--- config.mk ---
export PLATFORM = sky130hd
export DESIGN_NAME = cau_back
export DESIGN_NICKNAME = d
export VERILOG_FILES = /design/src/rtl/cau_pkg.sv /design/src/rtl/cau_back.sv
export SDC_FILE = /design/constraint.sdc
export NUM_CORES = 1
export LEC_CHECK = 0
export BUFFER_PORTS_ARGS = -buffer_cell sky130_fd_sc_hd__buf_2
export CORE_AREA = 2 2 121 123
export DETAILED_ROUTE_END_ITERATION = 8
export DIE_AREA = 0 0 123 125
export GPL_ROUTABILITY_DRIVEN = 0
export PLACE_DENSITY = 0.69
export SYNTH_ARGS = -nofsm -noshare
export SYNTH_HDL_FRONTEND = slang
export SYNTH_SLANG_ARGS = --single-unit
--- constraint.sdc ---
create_clock -name clk -period 1 [get_ports clk]
set_input_delay 0.2 -clock clk [delete_from_list [all_inputs] [get_ports clk]]
set_output_delay 0.2 -clock clk [all_outputs]
set_load 0.1 [all_outputs]
--- src/rtl/cau_pkg.sv ---
// Shared types and codes for the complex arithmetic unit.
package cau_pkg;

	typedef enum logic [1:0] {
		FN_ADD = 2'd0,
		FN_SUB = 2'd1,
		FN_MUL = 2'd2,
		FN_DIV = 2'd3
	} func_t;

	// Per-beat control that travels with the data down the pipe.
	typedef struct packed {
		logic       valid;
		logic       use_q;    // result comes from the quotient
		logic       dz;       // divide by zero
		logic [1:0] neg;      // quotient sign, [0] real, [1] imag
		logic [1:0] pre_ovf;  // quotient magnitude known to exceed the word
	} ctrl_t;

endpackage

--- src/rtl/cau_back.sv ---
// Result selection, saturation and output register.
module cau_back #(
	parameter int W  = 32,
	parameter int NW = 81,
	parameter int OW = 72
) (
	input  logic                clk,
	input  logic                arst_n,
	input  logic                en,
	input  cau_pkg::ctrl_t      ctrl,
	input  logic [1:0][NW-1:0]  num,
	input  logic [1:0][W-1:0]   q,
	output logic                m_tvalid,
	output logic [OW-1:0]       m_tdata
);

	logic [1:0][W-1:0]   res;
	logic                ovf;
	logic signed [W:0]   qs;
	logic [2*W:0]        v;
	logic [W+1:0]        top;

	always_comb begin
		res = '0;
		ovf = 1'b0;
		qs  = '0;
		v   = '0;
		top = '0;
		for (int l = 0; l < 2; l++) begin
			qs  = ctrl.neg[l] ? -$signed({1'b0, q[l]}) : $signed({1'b0, q[l]});
			v   = ctrl.use_q ? (2*W+1)'(qs) : num[l][2*W:0];
			top = v[2*W:W-1];
			if (ctrl.use_q && ctrl.pre_ovf[l]) begin
				ovf    = 1'b1;
				res[l] = ctrl.neg[l] ? {1'b1, {(W-1){1'b0}}} : {1'b0, {(W-1){1'b1}}};
			end else if ((top == '0) || (top == '1)) begin
				res[l] = v[W-1:0];
			end else begin
				ovf    = 1'b1;
				res[l] = v[2*W] ? {1'b1, {(W-1){1'b0}}} : {1'b0, {(W-1){1'b1}}};
			end
		end
	end

	always_ff @(posedge clk or negedge arst_n) begin
		if (!arst_n) begin
			m_tvalid <= 1'b0;
		end else if (en) begin
			m_tvalid <= ctrl.valid;
		end
	end

	always_ff @(posedge clk) begin
		if (en) begin
			m_tdata <= OW'({ctrl.dz, ovf, res[1], res[0]});
		end
	end

endmodule

==> impl_results.rst <==
.. list-table::
   :header-rows: 1

   * - Metric
     - Value
   * - Type of destination of the critical path
     - register
   * - Cell Rows
     - 44
   * - Least setup slack across all paths after layout
     - -1.53 ns
   * - Total wirelength of the detailed-routed design
     - roughly 22,000 um
   * - Antenna violation net count after detailed routing
     - 0
   * - Clock net sink count
     - between 60 and 70
   * - Final Hold Viols
     - 0
   * - Cell area after synthesis
     - 5110 um^2
   * - Clock insertion delay at the later pin of the skew report
     - 0.33 ns
   * - Post-synthesis to final-layout area growth
     - 99.1%
   * - Synthesized netlist cell count
     - about 550
   * - Half-perimeter wire length after placement
     - between 15,000 and 20,000 um
   * - Total power
     - between 10 and 15 mW
   * - Layout Cells excl Fill
     - ~1,200
   * - H-Tree Depth
     - 3
   * - Share of the yosys chip area belonging to registers
     - ~39%
   * - ANT cells
     - 0
   * - Highest net fanout along the worst path
     - 10
   * - Area of the placeable core
     - between 10,000 and 15,000 um^2
   * - Data arrival at the endpoint of the critical path
     - roughly 2.6 ns
   * - CTS tree
     - done
   * - Worst slew margin
     - approximately three fifths
   * - Worst VDD drop
     - ~840 uV
   * - Congestion Overflow GR
     - 0
   * - Setup violation total in the final timing report
     - 132
   * - Number of warning messages in the yosys log
     - 0
   * - Final max-slew violation count
     - 0
   * - Result of the run
     - finished, violations left
   * - Time the final worst path needs with I/O delays and setup
     - roughly 2.5 ns
   * - Layout cell share with drive strength beyond 1
     - a little under three fifths
   * - Startpoint-to-endpoint class of the critical path
     - primary input to register
   * - Final worst clock skew
     - 0 ns
   * - Violated checks
     - negative setup slack
   * - Gr usage total
     - between 20% and 30%
   * - Placed inst area
     - 9060 um^2
   * - Via count of the routed design
     - 6,408
   * - Worst endpoint required time
     - 1.08 ns
   * - Initial antenna violation count
     - 0
   * - Filler cell count
     - 987
   * - Max-cap violations
     - 0
   * - Cts bufs inserted
     - 9
   * - Clk root buf
     - sky130_fd_sc_hd__clkbuf_16
   * - Type of the worst min-delay path
     - primary input to register
   * - Bufs on Longest Clock Path
     - 2
   * - Reported leakage power
     - 4.39 nW
   * - Post-layout instance area
     - between 10,000 and 15,000 um^2
   * - Overall die width
     - 123 um
   * - DRT iter0 DRCs
     - ~480
   * - Via-per-instance ratio
     - ~5.5
   * - Critical Path Source Type
     - primary input
   * - Max Clk Rate
     - slightly below 400 MHz
   * - Per-instance average area after synthesis
     - 9.38 um^2
   * - Vias in the first global route
     - between 6,000 and 7,000
   * - Least-Margin Pin Slew
     - around 0.57 ns
   * - Global-route wire length before repair
     - ~31,000 um
   * - Maximum number of pins on one net before global-route repair
     - 37
   * - PwrDens
     - approximately 1400 nW/um^2
   * - Number of buffers inserted by port buffering
     - 270
   * - Total Nets Final
     - between 1,000 and 1,500
   * - Post-Place Worst Slack
     - -1.92 ns
   * - Pre-antenna DRT Iters
     - 6
   * - Area enclosed by the die boundary
     - between 15,000 and 20,000 um^2
   * - Hold Worst Slack
     - around 0.037 ns
   * - Number of cells in the design after placement
     - 1,117
   * - Most used flip-flop cell after synthesis
     - sky130_fd_sc_hd__edfxtp_1
   * - Number of flops mapped to enable cells by yosys
     - 66
   * - Top-level port count
     - 309
   * - Die Y-Extent
     - roughly 130 um
   * - DRC violations left
     - 0
   * - Clock transition at path regs
     - around 0.060 ns
   * - Initial Util
     - 36.0%
   * - Routed length per placed instance
     - between 15 and 20 um
   * - Number of different library cells in the post-synthesis netlist
     - 54
   * - Fraction of registers with async set/reset
     - under 10%
   * - Number of register bits inferred by synthesis
     - 67
   * - Share of the clock period used by the worst path after layout
     - 253%
   * - Setup repair after global routing missed its margin
     - true
synthesized netlist by cell type (2+ instances only):
cell type / n / share of area, %
sky130_fd_sc_hd__a211oi_1: 19 / 2.8
sky130_fd_sc_hd__a211oi_2: 11 / 2.7
sky130_fd_sc_hd__a21oi_1: 4 / 0.39
sky130_fd_sc_hd__a221oi_1: 31 / 5.3
sky130_fd_sc_hd__a41oi_1: 4 / 0.69
sky130_fd_sc_hd__and3_1: 4 / 0.49
sky130_fd_sc_hd__buf_1: 3 / 0.22
sky130_fd_sc_hd__buf_2: 3 / 0.29
sky130_fd_sc_hd__buf_4: 7 / 1.0
sky130_fd_sc_hd__buf_6: 6 / 1.3
sky130_fd_sc_hd__clkbuf_1: 23 / 1.7
sky130_fd_sc_hd__edfxtp_1: 66 / 39
sky130_fd_sc_hd__ha_1: 2 / 0.49
sky130_fd_sc_hd__inv_1: 43 / 3.2
sky130_fd_sc_hd__nand2_1: 43 / 3.2
sky130_fd_sc_hd__nand2b_1: 3 / 0.37
sky130_fd_sc_hd__nand3_1: 10 / 0.98
sky130_fd_sc_hd__nand4_1: 22 / 2.7
sky130_fd_sc_hd__nor2_1: 18 / 1.3
sky130_fd_sc_hd__nor3_1: 8 / 0.78
sky130_fd_sc_hd__nor4_1: 25 / 3.1
sky130_fd_sc_hd__o211ai_1: 3 / 0.44
sky130_fd_sc_hd__o21ai_0: 51 / 5.0
sky130_fd_sc_hd__o311a_1: 2 / 0.39
sky130_fd_sc_hd__o31ai_1: 16 / 2.4
sky130_fd_sc_hd__o41a_1: 2 / 0.44
sky130_fd_sc_hd__o41ai_1: 10 / 1.7
sky130_fd_sc_hd__or2_2: 5 / 0.61
sky130_fd_sc_hd__or3_1: 9 / 1.1
sky130_fd_sc_hd__or4_1: 12 / 1.8
sky130_fd_sc_hd__xnor2_1: 14 / 2.4
sky130_fd_sc_hd__xor2_1: 44 / 7.5
stage by stage:
stage | util (%) | TNS, ns
after floorplan | - | -105.25
after global placement | 63.8 | -109.06
after detailed placement | 63.8 | -109.94
after CTS | 68.9 | -97.46
after global routing | 71.7 | -106.66
final | 71.7 | -102.25
sequential cells by signal, indices dropped and copies added (netlist names):
name      cells
m_tvalid      1
m_tdata      66
power breakdown:
group	internal, mW	switching, mW	leakage (nW)
Combinational	2.66	4.08	3.55
Clock	2.68	1.21	0.173
Sequential	3.54	0.277	0.659
Total	8.88	5.57	4.39
worst paths after layout:
check	startpoint	endpoint	slack, ns	cells after the start
max	q[9]	m_tdata[19]$_DFFE_PP_	-1.53	11
min	ctrl[4]	m_tdata[65]$_DFFE_PP_	0.04	1
max in group asynchronous	arst_n	m_tvalid$_DFFE_PN0P_	0.68	2
min in group asynchronous	arst_n	m_tvalid$_DFFE_PN0P_	0.21	2
min reg2reg	m_tvalid$_DFFE_PN0P_	m_tvalid$_DFFE_PN0P_	0.60	1
max reg2reg	m_tvalid$_DFFE_PN0P_	m_tvalid$_DFFE_PN0P_	0.14	1
critical path, stage by stage:
cell and delay [ns]:
sky130_fd_sc_hd__buf_8 0.10, sky130_fd_sc_hd__or4_4 0.52, sky130_fd_sc_hd__or3_4 0.42, sky130_fd_sc_hd__o311ai_2 0.26, sky130_fd_sc_hd__a21oi_2 0.10, sky130_fd_sc_hd__o32a_4 0.42, sky130_fd_sc_hd__buf_6 0.13, sky130_fd_sc_hd__nor2_4 0.10
sky130_fd_sc_hd__buf_12 0.14, sky130_fd_sc_hd__clkbuf_16 0.17, sky130_fd_sc_hd__a211oi_1 0.05
per-layer routing:
layer | GRT usage (%) | vias up | share of wire (%)
met5 | 0 | - | 0
met3 | 3.79 | 90 | 8.5
met2 | 47.4 | 416 | 53
met4 | 13.0 | 0 | 5.0
met1 | 29.9 | 2943 | 34
li1 | - | 2959 | -
cell usage in the layout (no fill, tap or decap), types with 4 or more instances in the layout:
cell type | synthesis | final
sky130_fd_sc_hd__buf_2 | 3 | 198
sky130_fd_sc_hd__buf_4 | 7 | 147
sky130_fd_sc_hd__buf_12 | 0 | 81
sky130_fd_sc_hd__edfxtp_1 | 66 | 66
sky130_fd_sc_hd__o21ai_0 | 51 | 49
sky130_fd_sc_hd__xor2_1 | 44 | 44
sky130_fd_sc_hd__nand2_1 | 43 | 43
sky130_fd_sc_hd__inv_1 | 43 | 39
sky130_fd_sc_hd__nand4_1 | 22 | 22
sky130_fd_sc_hd__a211oi_2 | 11 | 21
sky130_fd_sc_hd__nor4_1 | 25 | 20
sky130_fd_sc_hd__a221oi_2 | 0 | 19
sky130_fd_sc_hd__nor2_1 | 18 | 17
sky130_fd_sc_hd__o31ai_1 | 16 | 15
sky130_fd_sc_hd__clkbuf_16 | 0 | 15
sky130_fd_sc_hd__xnor2_1 | 14 | 14
sky130_fd_sc_hd__buf_6 | 6 | 13
sky130_fd_sc_hd__a221oi_4 | 0 | 12
sky130_fd_sc_hd__nand3_1 | 10 | 10
sky130_fd_sc_hd__o41ai_1 | 10 | 8
sky130_fd_sc_hd__or4_1 | 12 | 8
sky130_fd_sc_hd__a211oi_1 | 19 | 8
sky130_fd_sc_hd__or3_1 | 9 | 7
sky130_fd_sc_hd__conb_1 | 1 | 6
sky130_fd_sc_hd__nor3_1 | 8 | 5
sky130_fd_sc_hd__or4_4 | 1 | 5
sky130_fd_sc_hd__inv_2 | 0 | 4
sky130_fd_sc_hd__and3_1 | 4 | 4
sky130_fd_sc_hd__a41oi_1 | 4 | 4
sky130_fd_sc_hd__bufinv_16 | 0 | 4
what timing repair did:
item	CTS	global route
hold endpoints to repair	1	0
resized for setup	40	47
hold buffers	1	0
pin swaps	4	15
buffers inserted	10	7
endpoints found under the setup margin	132	132
cloned	3	6
layout make-up:
cell class | instances | area [um^2] | share of cell area, %
inverter | 43 | 161 | 1.59
timing repair buffer | 447 | 4040 | 39.7
clock buffer | 9 | 225 | 2.21
sequential | 67 | 2010 | 19.8
tap | 184 | 230 | 2.26
multi-input combinational | 398 | 3370 | 33.1
clock inverter | 7 | 140 | 1.38
kinds of logic (layout without fill, tap and decap cells):
logic type	after synthesis	after routing	share of synthesized area, %
fa+ha+maj	2	2	0.490
xor+xnor	58	58	9.94
simple gates	165	165	17.4
buf+inv	85	506	7.71
mux	2	2	0.416
other cells	1	6	0.0734
flops	67	67	39.3
compound gates	165	165	24.7
(Power assumes the default switching activity.)
